## src/design/eds_pkg.sv

```systemverilog
// Shared types and constants of the elevator disk scheduler.
// Used by eds_front, eds_back and the top level; depends on nothing.
package eds_pkg;

    localparam int TRACK_BITS      = 10;
    localparam int DEF_QUEUE_DEPTH = 16;
    localparam int FIFO_DEPTH      = 4;
    localparam int FIFO_PTR_W      = $clog2(FIFO_DEPTH);
    localparam int FIFO_CNT_W      = $clog2(FIFO_DEPTH + 1);
    localparam int PROC_W          = 8;
    localparam int TIME_W          = 16;
    localparam int DIST_W          = TRACK_BITS + 1;
    localparam int TA_W            = 27;
    localparam int CFG_DATA_W      = 16;
    localparam int CFG_INDEX_W     = 2;

    localparam logic [TRACK_BITS-1:0] TRACK_MASK = {TRACK_BITS{1'b1}};

    localparam logic [CFG_INDEX_W-1:0] CFG_TRACK_LIMIT    = 2'd0;
    localparam logic [CFG_INDEX_W-1:0] CFG_OPERATION_TIME = 2'd1;
    localparam logic [CFG_INDEX_W-1:0] CFG_MOVE_TIME      = 2'd2;

    localparam logic [TRACK_BITS-1:0] RST_TRACK_LIMIT    = 10'd255;
    localparam logic [TIME_W-1:0]     RST_OPERATION_TIME = 16'd10;
    localparam logic [TIME_W-1:0]     RST_MOVE_TIME      = 16'd1;

    typedef enum logic {
        CMD_TICK    = 1'b0,
        CMD_REQUEST = 1'b1
    } cmd_t;

    typedef enum logic [1:0] {
        KIND_ACK    = 2'd0,
        KIND_DONE   = 2'd1,
        KIND_STATUS = 2'd2
    } kind_t;

    typedef enum logic [2:0] {
        ST_IDLE,
        ST_REQ_MUL,
        ST_REQ_OUT,
        ST_SCAN,
        ST_STATUS
    } state_t;

    // One classified request between front and back.
    typedef struct packed {
        cmd_t                  cmd;
        logic                  in_range;
        logic [TRACK_BITS-1:0] track;
        logic                  rd;
        logic [PROC_W-1:0]     proc;
    } cmd_item_t;

    // One stored pending request.
    typedef struct packed {
        logic [TRACK_BITS-1:0] track;
        logic                  rd;
        logic [PROC_W-1:0]     proc;
    } pend_entry_t;

    localparam int PEND_W = $bits(pend_entry_t);

    typedef struct packed {
        kind_t                 kind;
        logic [PROC_W-1:0]     proc;
        logic                  rd;
        logic [TA_W-1:0]       turnaround;
        logic                  accepted;
        logic [TRACK_BITS-1:0] arm;
        logic                  up;
        logic                  last;
    } out_item_t;

endpackage

```

## src/design/eds_ram.sv

```systemverilog
// Generic single-write, single-read RAM with registered read data.
// No dependencies.
module eds_ram #(
    parameter int WIDTH  = 8,
    parameter int DEPTH  = 16,
    parameter int ADDR_W = (DEPTH > 1) ? $clog2(DEPTH) : 1
) (
    input  logic              aclk,
    input  logic              we,
    input  logic [ADDR_W-1:0] waddr,
    input  logic [WIDTH-1:0]  wdata,
    input  logic [ADDR_W-1:0] raddr,
    output logic [WIDTH-1:0]  rdata
);

    logic [WIDTH-1:0] mem_reg [DEPTH];

    always_ff @(posedge aclk) begin
        if (we) begin
            mem_reg[waddr] <= wdata;
        end
        rdata <= mem_reg[raddr];
    end

endmodule

```

## src/design/eds_front.sv

```systemverilog
// Front end: takes requests off the input stream, classifies them and
// queues them for the back end. Depends on eds_pkg.
module eds_front
    import eds_pkg::*;
(
    input  logic                  aclk,
    input  logic                  aresetn,
    input  logic                  s_tvalid,
    output logic                  s_tready,
    input  logic                  s_tuser,
    input  logic [23:0]           s_tdata,
    input  logic [TRACK_BITS-1:0] eff_limit,
    output logic                  q_valid,
    output cmd_item_t             q_item,
    input  logic                  q_ready
);

    cmd_item_t               fifo_reg [FIFO_DEPTH];
    logic [FIFO_PTR_W-1:0]   wr_ptr_reg, wr_ptr_next;
    logic [FIFO_PTR_W-1:0]   rd_ptr_reg, rd_ptr_next;
    logic [FIFO_CNT_W-1:0]   cnt_reg, cnt_next;
    cmd_item_t               in_item;
    logic                    push, pop;

    always_comb begin
        in_item.cmd      = cmd_t'(s_tuser);
        in_item.track    = s_tdata[TRACK_BITS-1:0];
        in_item.rd       = s_tdata[TRACK_BITS];
        in_item.proc     = s_tdata[TRACK_BITS+PROC_W:TRACK_BITS+1];
        in_item.in_range = (s_tdata[TRACK_BITS-1:0] <= eff_limit);
    end

    assign s_tready = (cnt_reg != FIFO_CNT_W'(FIFO_DEPTH));
    assign q_valid  = (cnt_reg != '0);
    assign q_item   = fifo_reg[rd_ptr_reg];
    assign push     = s_tvalid && s_tready;
    assign pop      = q_valid && q_ready;

    always_comb begin
        wr_ptr_next = push ? wr_ptr_reg + 1'b1 : wr_ptr_reg;
        rd_ptr_next = pop ? rd_ptr_reg + 1'b1 : rd_ptr_reg;
        cnt_next    = cnt_reg;
        if (push && !pop) begin
            cnt_next = cnt_reg + 1'b1;
        end else if (pop && !push) begin
            cnt_next = cnt_reg - 1'b1;
        end
    end

    always_ff @(posedge aclk) begin
        if (!aresetn) begin
            wr_ptr_reg <= '0;
            rd_ptr_reg <= '0;
            cnt_reg    <= '0;
        end else begin
            wr_ptr_reg <= wr_ptr_next;
            rd_ptr_reg <= rd_ptr_next;
            cnt_reg    <= cnt_next;
        end
    end

    always_ff @(posedge aclk) begin
        if (push) begin
            fifo_reg[wr_ptr_reg] <= in_item;
        end
    end

endmodule

```

## src/design/eds_back.sv

```systemverilog
// Back end: estimates turnaround for requests, keeps the pending table,
// scans it on each tick and drives the result register.
// Depends on eds_pkg and eds_ram.
module eds_back
    import eds_pkg::*;
#(
    parameter int QUEUE_DEPTH = DEF_QUEUE_DEPTH
) (
    input  logic                  aclk,
    input  logic                  aresetn,
    input  logic                  q_valid,
    input  cmd_item_t             q_item,
    output logic                  q_ready,
    input  logic [TRACK_BITS-1:0] eff_limit,
    input  logic [TIME_W-1:0]     op_time,
    input  logic [TIME_W-1:0]     move_time,
    output logic                  out_valid,
    output out_item_t             out_item,
    input  logic                  out_ready
);

    localparam int AW = (QUEUE_DEPTH > 1) ? $clog2(QUEUE_DEPTH) : 1;
    localparam int CW = $clog2(QUEUE_DEPTH + 1);

    state_t                state_reg, state_next;
    logic [TRACK_BITS-1:0] arm_reg, arm_next;
    logic                  up_reg, up_next;
    logic [CW-1:0]         count_reg, count_next;
    logic [CW-1:0]         idx_reg, idx_next;
    logic [CW-1:0]         keep_reg, keep_next;
    logic [CW-1:0]         idx_inc;
    logic [TRACK_BITS-1:0] scan_track_reg, scan_track_next;
    logic [DIST_W-1:0]     dist_reg, dist_next;
    logic [TA_W-1:0]       prod_reg, prod_next;
    logic                  acc_reg, acc_next;
    logic                  rd_reg, rd_next;
    logic [PROC_W-1:0]     proc_reg, proc_next;
    logic                  out_valid_reg, out_valid_next;
    out_item_t             out_reg, out_next;
    logic                  out_free;

    logic                  ram_we;
    logic [AW-1:0]         ram_waddr, ram_raddr;
    pend_entry_t           ram_wdata, ram_rdata;

    logic [DIST_W-1:0]     sweep_len;
    logic                  req_ok;
    logic                  match;

    eds_ram #(
        .WIDTH (PEND_W),
        .DEPTH (QUEUE_DEPTH),
        .ADDR_W(AW)
    ) u_pend_ram (
        .aclk (aclk),
        .we   (ram_we),
        .waddr(ram_waddr),
        .wdata(ram_wdata),
        .raddr(ram_raddr),
        .rdata(ram_rdata)
    );

    assign out_free  = !out_valid_reg || out_ready;
    assign out_valid = out_valid_reg;
    assign out_item  = out_reg;
    assign q_ready   = (state_reg == ST_IDLE);
    assign idx_inc   = idx_reg + 1'b1;
    assign match     = (ram_rdata.track == scan_track_reg);

    // Sweep distance from the arm to the requested track.
    always_comb begin
        logic [DIST_W-1:0] cur, trk, lim;
        cur = {1'b0, arm_reg};
        trk = {1'b0, q_item.track};
        lim = {1'b0, eff_limit};
        if (up_reg) begin
            if (trk >= cur) begin
                sweep_len = trk - cur;
            end else if (cur > lim) begin
                sweep_len = cur - trk;
            end else begin
                sweep_len = (lim - cur) + (lim - trk);
            end
        end else begin
            if (trk <= cur) begin
                sweep_len = cur - trk;
            end else begin
                sweep_len = cur + trk;
            end
        end
    end

    assign req_ok = q_item.in_range && (count_reg < CW'(QUEUE_DEPTH));

    always_comb begin
        state_next      = state_reg;
        arm_next        = arm_reg;
        up_next         = up_reg;
        count_next      = count_reg;
        idx_next        = idx_reg;
        keep_next       = keep_reg;
        scan_track_next = scan_track_reg;
        dist_next       = dist_reg;
        prod_next       = prod_reg;
        acc_next        = acc_reg;
        rd_next         = rd_reg;
        proc_next       = proc_reg;
        out_valid_next  = out_valid_reg && !out_ready;
        out_next        = out_reg;
        ram_we          = 1'b0;
        ram_waddr       = count_reg[AW-1:0];
        ram_wdata       = '{track: q_item.track, rd: q_item.rd, proc: q_item.proc};
        ram_raddr       = idx_reg[AW-1:0];

        unique case (state_reg)
            ST_IDLE: begin
                ram_raddr = '0;
                if (q_valid) begin
                    if (q_item.cmd == CMD_REQUEST) begin
                        dist_next  = req_ok ? sweep_len : '0;
                        acc_next   = req_ok;
                        rd_next    = q_item.rd;
                        proc_next  = q_item.proc;
                        state_next = ST_REQ_MUL;
                        if (req_ok) begin
                            ram_we     = 1'b1;
                            count_next = count_reg + 1'b1;
                        end
                    end else begin
                        // Remember the serviced track, then step the arm.
                        scan_track_next = arm_reg;
                        idx_next        = '0;
                        keep_next       = '0;
                        if (up_reg) begin
                            if (arm_reg >= eff_limit) begin
                                up_next = 1'b0;
                            end else begin
                                arm_next = (arm_reg + 1'b1) & TRACK_MASK;
                            end
                        end else begin
                            if (arm_reg == '0) begin
                                up_next = 1'b1;
                            end else begin
                                arm_next = arm_reg - 1'b1;
                            end
                        end
                        state_next = (count_reg == '0) ? ST_STATUS : ST_SCAN;
                    end
                end
            end
            ST_REQ_MUL: begin
                prod_next  = {{(TA_W-DIST_W){1'b0}}, dist_reg}
                           * {{(TA_W-TIME_W){1'b0}}, move_time};
                state_next = ST_REQ_OUT;
            end
            ST_REQ_OUT: begin
                if (out_free) begin
                    out_valid_next      = 1'b1;
                    out_next.kind       = KIND_ACK;
                    out_next.proc       = proc_reg;
                    out_next.rd         = rd_reg;
                    out_next.turnaround = acc_reg
                                        ? prod_reg + {{(TA_W-TIME_W){1'b0}}, op_time}
                                        : '0;
                    out_next.accepted   = acc_reg;
                    out_next.arm        = arm_reg;
                    out_next.up         = up_reg;
                    out_next.last       = 1'b1;
                    state_next          = ST_IDLE;
                end
            end
            ST_SCAN: begin
                if (match) begin
                    if (out_free) begin
                        out_valid_next      = 1'b1;
                        out_next.kind       = KIND_DONE;
                        out_next.proc       = ram_rdata.proc;
                        out_next.rd         = ram_rdata.rd;
                        out_next.turnaround = '0;
                        out_next.accepted   = 1'b0;
                        out_next.arm        = arm_reg;
                        out_next.up         = up_reg;
                        out_next.last       = 1'b0;
                    end
                end else begin
                    // Compact the survivor down to the keep slot.
                    ram_we    = 1'b1;
                    ram_waddr = keep_reg[AW-1:0];
                    ram_wdata = ram_rdata;
                    keep_next = keep_reg + 1'b1;
                end
                if (!match || out_free) begin
                    idx_next  = idx_inc;
                    ram_raddr = idx_inc[AW-1:0];
                    if (idx_inc == count_reg) begin
                        state_next = ST_STATUS;
                    end
                end
            end
            ST_STATUS: begin
                if (out_free) begin
                    out_valid_next      = 1'b1;
                    out_next.kind       = KIND_STATUS;
                    out_next.proc       = '0;
                    out_next.rd         = 1'b0;
                    out_next.turnaround = '0;
                    out_next.accepted   = 1'b0;
                    out_next.arm        = arm_reg;
                    out_next.up         = up_reg;
                    out_next.last       = 1'b1;
                    count_next          = keep_reg;
                    state_next          = ST_IDLE;
                end
            end
            default: begin
                state_next = ST_IDLE;
            end
        endcase
    end

    always_ff @(posedge aclk) begin
        if (!aresetn) begin
            state_reg     <= ST_IDLE;
            arm_reg       <= '0;
            up_reg        <= 1'b1;
            count_reg     <= '0;
            out_valid_reg <= 1'b0;
        end else begin
            state_reg     <= state_next;
            arm_reg       <= arm_next;
            up_reg        <= up_next;
            count_reg     <= count_next;
            out_valid_reg <= out_valid_next;
        end
    end

    always_ff @(posedge aclk) begin
        idx_reg        <= idx_next;
        keep_reg       <= keep_next;
        scan_track_reg <= scan_track_next;
        dist_reg       <= dist_next;
        prod_reg       <= prod_next;
        acc_reg        <= acc_next;
        rd_reg         <= rd_next;
        proc_reg       <= proc_next;
        out_reg        <= out_next;
    end

    a_count_bound: assert property (@(posedge aclk) disable iff (!aresetn)
        count_reg <= CW'(QUEUE_DEPTH))
        else $error("pending count above table depth");

    a_keep_behind: assert property (@(posedge aclk) disable iff (!aresetn)
        (state_reg == ST_SCAN) |-> (keep_reg <= idx_reg && idx_reg < count_reg))
        else $error("scan indices out of order");

    a_status_ends: assert property (@(posedge aclk) disable iff (!aresetn)
        (state_reg == ST_STATUS && out_free) |=>
            (state_reg == ST_IDLE && out_valid_reg && out_reg.last))
        else $error("tick did not end with a final status result");

    a_no_pop_busy: assert property (@(posedge aclk) disable iff (!aresetn)
        (state_reg != ST_IDLE) |=> $stable(arm_reg))
        else $error("arm moved outside a tick start");

endmodule

```

## src/design/elevator_disk_scheduler_unit.sv

```systemverilog
// SCAN (elevator) disk arm scheduler, top level.
// Request stream in on s_*, results out on m_*, register writes on cfg_*.
// Depends on eds_pkg, eds_front, eds_back (and eds_ram below it).
//
// Each input request is either a tick (s_tuser = 0) or a new disk request
// (s_tuser = 1). A disk request gives one acknowledgement with the
// turnaround estimate and the accept flag. A tick gives one completion per
// pending entry on the current track, oldest first, and then a status
// result with the new arm position; m_tlast marks the final result.
// Input requests go through a 4-entry queue, so the input keeps flowing
// while the back end works or the output is stalled, until the queue fills.
// A disk request passes through ST_REQ_MUL and ST_REQ_OUT before its
// acknowledgement is registered. A tick scans the pending table RAM one
// entry per cycle while the output is not stalled, then gives its status;
// the back end takes no new input request until it is back in ST_IDLE.
// Reset clears the arm to track 0 sweeping up, empties the pending table
// and the queue, and loads the registers with their defaults (limit 255,
// operation time 10, move time 1). Table contents need no clearing.
// Write the registers only while the block is idle.
module elevator_disk_scheduler_unit
    import eds_pkg::*;
#(
    parameter int QUEUE_DEPTH = DEF_QUEUE_DEPTH
) (
    input  logic                   aclk,
    input  logic                   aresetn,
    input  logic                   s_tvalid,
    output logic                   s_tready,
    input  logic                   s_tuser,   // cmd
    input  logic [23:0]            s_tdata,   // req_track[9:0], req_read, process_id
    output logic                   m_tvalid,
    input  logic                   m_tready,
    output logic [1:0]             m_tuser,   // kind
    output logic [47:0]            m_tdata,   // out_process, out_read, turnaround,
                                              // accepted, arm_position, sweeping_up
    output logic                   m_tlast,
    input  logic                   cfg_we,
    input  logic [CFG_INDEX_W-1:0] cfg_index,
    input  logic [CFG_DATA_W-1:0]  cfg_wdata
);

    logic [TRACK_BITS-1:0] track_limit_reg;
    logic [TIME_W-1:0]     op_time_reg;
    logic [TIME_W-1:0]     move_time_reg;
    logic [TRACK_BITS-1:0] eff_limit;
    logic                  q_valid, q_ready;
    cmd_item_t             q_item;
    out_item_t             out_item;

    always_ff @(posedge aclk) begin
        if (!aresetn) begin
            track_limit_reg <= RST_TRACK_LIMIT;
            op_time_reg     <= RST_OPERATION_TIME;
            move_time_reg   <= RST_MOVE_TIME;
        end else if (cfg_we) begin
            case (cfg_index)
                CFG_TRACK_LIMIT:    track_limit_reg <= cfg_wdata[TRACK_BITS-1:0];
                CFG_OPERATION_TIME: op_time_reg     <= cfg_wdata;
                CFG_MOVE_TIME:      move_time_reg   <= cfg_wdata;
                default: ;
            endcase
        end
    end

    // Cap the limit at the largest track the arm can hold.
    assign eff_limit = (track_limit_reg > TRACK_MASK) ? TRACK_MASK : track_limit_reg;

    eds_front u_front (
        .aclk     (aclk),
        .aresetn  (aresetn),
        .s_tvalid (s_tvalid),
        .s_tready (s_tready),
        .s_tuser  (s_tuser),
        .s_tdata  (s_tdata),
        .eff_limit(eff_limit),
        .q_valid  (q_valid),
        .q_item   (q_item),
        .q_ready  (q_ready)
    );

    eds_back #(
        .QUEUE_DEPTH(QUEUE_DEPTH)
    ) u_back (
        .aclk     (aclk),
        .aresetn  (aresetn),
        .q_valid  (q_valid),
        .q_item   (q_item),
        .q_ready  (q_ready),
        .eff_limit(eff_limit),
        .op_time  (op_time_reg),
        .move_time(move_time_reg),
        .out_valid(m_tvalid),
        .out_item (out_item),
        .out_ready(m_tready)
    );

    assign m_tuser = out_item.kind;
    assign m_tlast = out_item.last;
    assign m_tdata = {out_item.up, out_item.arm, out_item.accepted,
                      out_item.turnaround, out_item.rd, out_item.proc};

endmodule

```

## config.mk

```make
export PLATFORM = sky130hd
export DESIGN_NAME = elevator_disk_scheduler_unit
export DESIGN_NICKNAME = d
export VERILOG_FILES = /design/src/design/eds_pkg.sv /design/src/design/eds_ram.sv /design/src/design/eds_front.sv /design/src/design/eds_back.sv /design/src/design/elevator_disk_scheduler_unit.sv
export SDC_FILE = /design/constraint.sdc
export NUM_CORES = 1
export LEC_CHECK = 0
export BUFFER_PORTS_ARGS = -buffer_cell sky130_fd_sc_hd__buf_2
export CORE_AREA = 2 2 180 358
export DETAILED_ROUTE_END_ITERATION = 10
export DIE_AREA = 0 0 182 360
export PLACE_DENSITY_LB_ADDON = 0.05
export SETUP_SLACK_MARGIN = 0.05
export SKIP_CTS_REPAIR_TIMING = 1
export SYNTH_ARGS = -nofsm -noshare
export SYNTH_HDL_FRONTEND = slang
export SYNTH_HIERARCHICAL = 1
export SYNTH_SLANG_ARGS = --single-unit
```

## constraint.sdc

```tcl
create_clock -name aclk -period 5.1 [get_ports aclk]
set_input_delay 0.51 -clock aclk [delete_from_list [all_inputs] [get_ports aclk]]
set_output_delay 0.51 -clock aclk [all_outputs]
set_load 0.03 [all_outputs]
```

==> results.toml <==
[placement]
port_buffers = 95
place_congestion = 0.970
hpwl_um = 72100
dp.cells = 3413

[cts]
clk_pin_slew_ns = 0.06
cts_buffers = 52
clk_latency_ns = 0.62
h-tree-depth = 2
cts_tree = "yes"
clk_path_buf_depth = 3
clock-root-buffer = "clkbuf_16"
cts_sinks = 597

[logic_synthesis]
synth_nets = 2810
postSynth.asyncResetShare = 0
synth_cell_types = 85
synth.cell_area_um2 = 32300
synth_seq_cells = 597
yosysTopAreaCell = "edfxtp_1"
synth_seq_area_share = 0.528
synth_area_leaders = "edfxtp_1 47%, fa_1 8.7%, mux4_2 6.8%, ha_1 6.5%, dfxtp_1 5.6%"
synth-edff-count = 507
synth.top_cell.area_share = 0.472
synth_top_flop_cell = "edfxtp_1"
synth_cells = 2455
yosys-top-cells-count = "507 x edfxtp_1, 239 x inv_1, 218 x nand2_1"
syn-mean-instance-area_um2 = 13.1
yosys_warnings = 6
synth_most_common_cell = "edfxtp_1"

[global_routing]
antenna_found_initial = 6
grtUsageTotal = 0.294
grt.overflow.total = 0
grt_start_max_net_pins = 77
grt_pass1_vias = 22100
grt_pass1_wl_um = 139000

[detailed_routing]
drcViolationCount = 0
first_iter_violations = 1109
vias = 20400
antenna_left = 0
wl_per_cell_um = 26.8
routed_wl_um = 94600
first_pass_iters = 7
viasPerCell = 5.80

[timing]
maxSlewViolCount = 0
setup_viol = 9
final-hold-violation-count = 0
grt_setup_unrepaired = "yes"
post-route-min-period_ns = 5.46
fmax_mhz = 183
hold_ws_ns = 0.119
worst_slew_pin_slew_ns = 1.07
relSlewSlack = 0.281
finalCritPeriodShare = 1.07
timing.final.ws_setup_ns = -0.358
tns_ns = -2.04
finClkSkew_ns = 0.0160

[status]
violations = "setup timing"
outcome = "finished, violations left"

[critical_path]
r2r_setup_slack_ns = -0.36
crit_fanout = 4
crit_type = "register to register"
cp_slowest_stage_delay_ns = 0.55
cp.required_ns = 5.45
cp.arrival_ns = 5.81
reg2reg_depth = 20
cpMostUsedCell = "fa_1"
cp-end-kind = "register"
cp-start-kind = "register"
worstPathCellList = "and2_4 > fa_1 > inv_2 > fa_1 > inv_1 > fa_1 > fa_1 > inv_1 > fa_1 > inv_2 > ha_4 > a21o_1 > a21oi_4 > o21a_1 > nand3_2 > a311oi_4 > buf_6 > o21ai_4 > a221oi_2 > xnor2_1"
cp_slowest_cell = "fa_1"

[hold_path]
min_path_cells = 1
hold_path.class = "primary input to register"

[floorplan]
io_pins = 101
core_area_um2 = 62800
dieArea_um2 = 65500
die_w_um = 182
start_util = 0.514
rows = 130
die_y_um = 360

[final_layout]
layout-drive-gt1-share = 0.213
fin_util = 0.589
largest_register_ffs = 304
final_cells = 3523
nets = 3041
syn_to_final_growth_pct = 14.6

[pwr]
peakVddDrop_mv = 0.394
finalPower_mw = 19.8
leakage_nw = 14.6
p_per_area_nw_per_um2 = 536

[job]
drv_cap = 0
layout by cell type (no fill, tap or decap), types with 14 or more instances in the layout:
cell	n
a21o_1	20
a21oi_1	67
a22oi_1	40
and2_1	100
and3_1	17
buf_2	95
buf_4	168
clkbuf_16	54
dfxtp_1	85
edfxtp_1	507
fa_1	138
ha_1	158
inv_1	230
mux2i_1	56
mux4_2	97
nand2_1	210
nand2b_1	14
nand3_1	28
nor2_1	110
nor2_2	15
nor2b_1	22
nor3_1	25
o211ai_1	17
o21ai_0	52
o21bai_1	15
xnor2_1	72
xor2_1	27
logic make-up (layout without fill, tap and decap cells):
group	Yosys count	in the layout	synth area share
other cells	0	2	0
simple gates	622	622	0.0938
compound gates	316	316	0.0659
fa+ha+maj	307	307	0.152
flops	597	597	0.528
xor+xnor	105	105	0.0285
mux	165	165	0.0893
buf+inv	343	617	0.0432
area by class of cell:
class	instances	area (um2)
Antenna cell	2	5.00
Multi-Input combinational cell	1515	14200
Fill cell	5081	25800
Sequential cell	597	17000
Timing Repair Buffer	279	1960
Clock inverter	34	422
Clock buffer	63	1400
Inverter	241	905
Tap cell	792	991
power by group:
| group | switching [mW] | total [mW] | internal (mW) |
|---|---|---|---|
| clock | 1.85 | 4.23 | 2.38 |
| combinational | 5.36 | 8.65 | 3.29 |
| sequential | 0.362 | 6.95 | 6.58 |
| total | 7.57 | 19.8 | 12.3 |
metrics by stage:
stage,instance area (um2),setup slack [ns]
after floorplan,32400,-0.00264
after global placement,34800,-0.484
after detailed placement,34800,-0.506
after CTS,36600,-0.530
after global routing,37000,-0.519
final,37000,-0.358
worst max-delay path, delay by kind of cell (launching register included):
family | cells | cell delay (ns)
buf+inv | 5 | 0.38
compound gates | 6 | 1.28
fa+ha+maj | 6 | 2.74
simple gates | 2 | 0.29
flops | 1 | 0.43
xor+xnor | 1 | 0.11
worst paths after layout:
kind | start | end
max | u_back/dist_reg[5] | u_back/prod_reg[25]
min reg2reg | op_time_reg[5] | op_time_reg[5]
min | s_tdata[18] | u_front/fifo_reg[0][7]
max reg2reg | u_back/dist_reg[5] | u_back/prod_reg[25]
layer usage:
layer / vias up / GRT usage / wire, um
li1: 9228 / - / -
met1: 10300 / 0.262 / 28400
met2: 614 / 0.568 / 52700
met3: 289 / 0.0392 / 3800
met4: 6 / 0.246 / 9600
met5: - / 0 / 38
(Power assumes the default switching activity.)
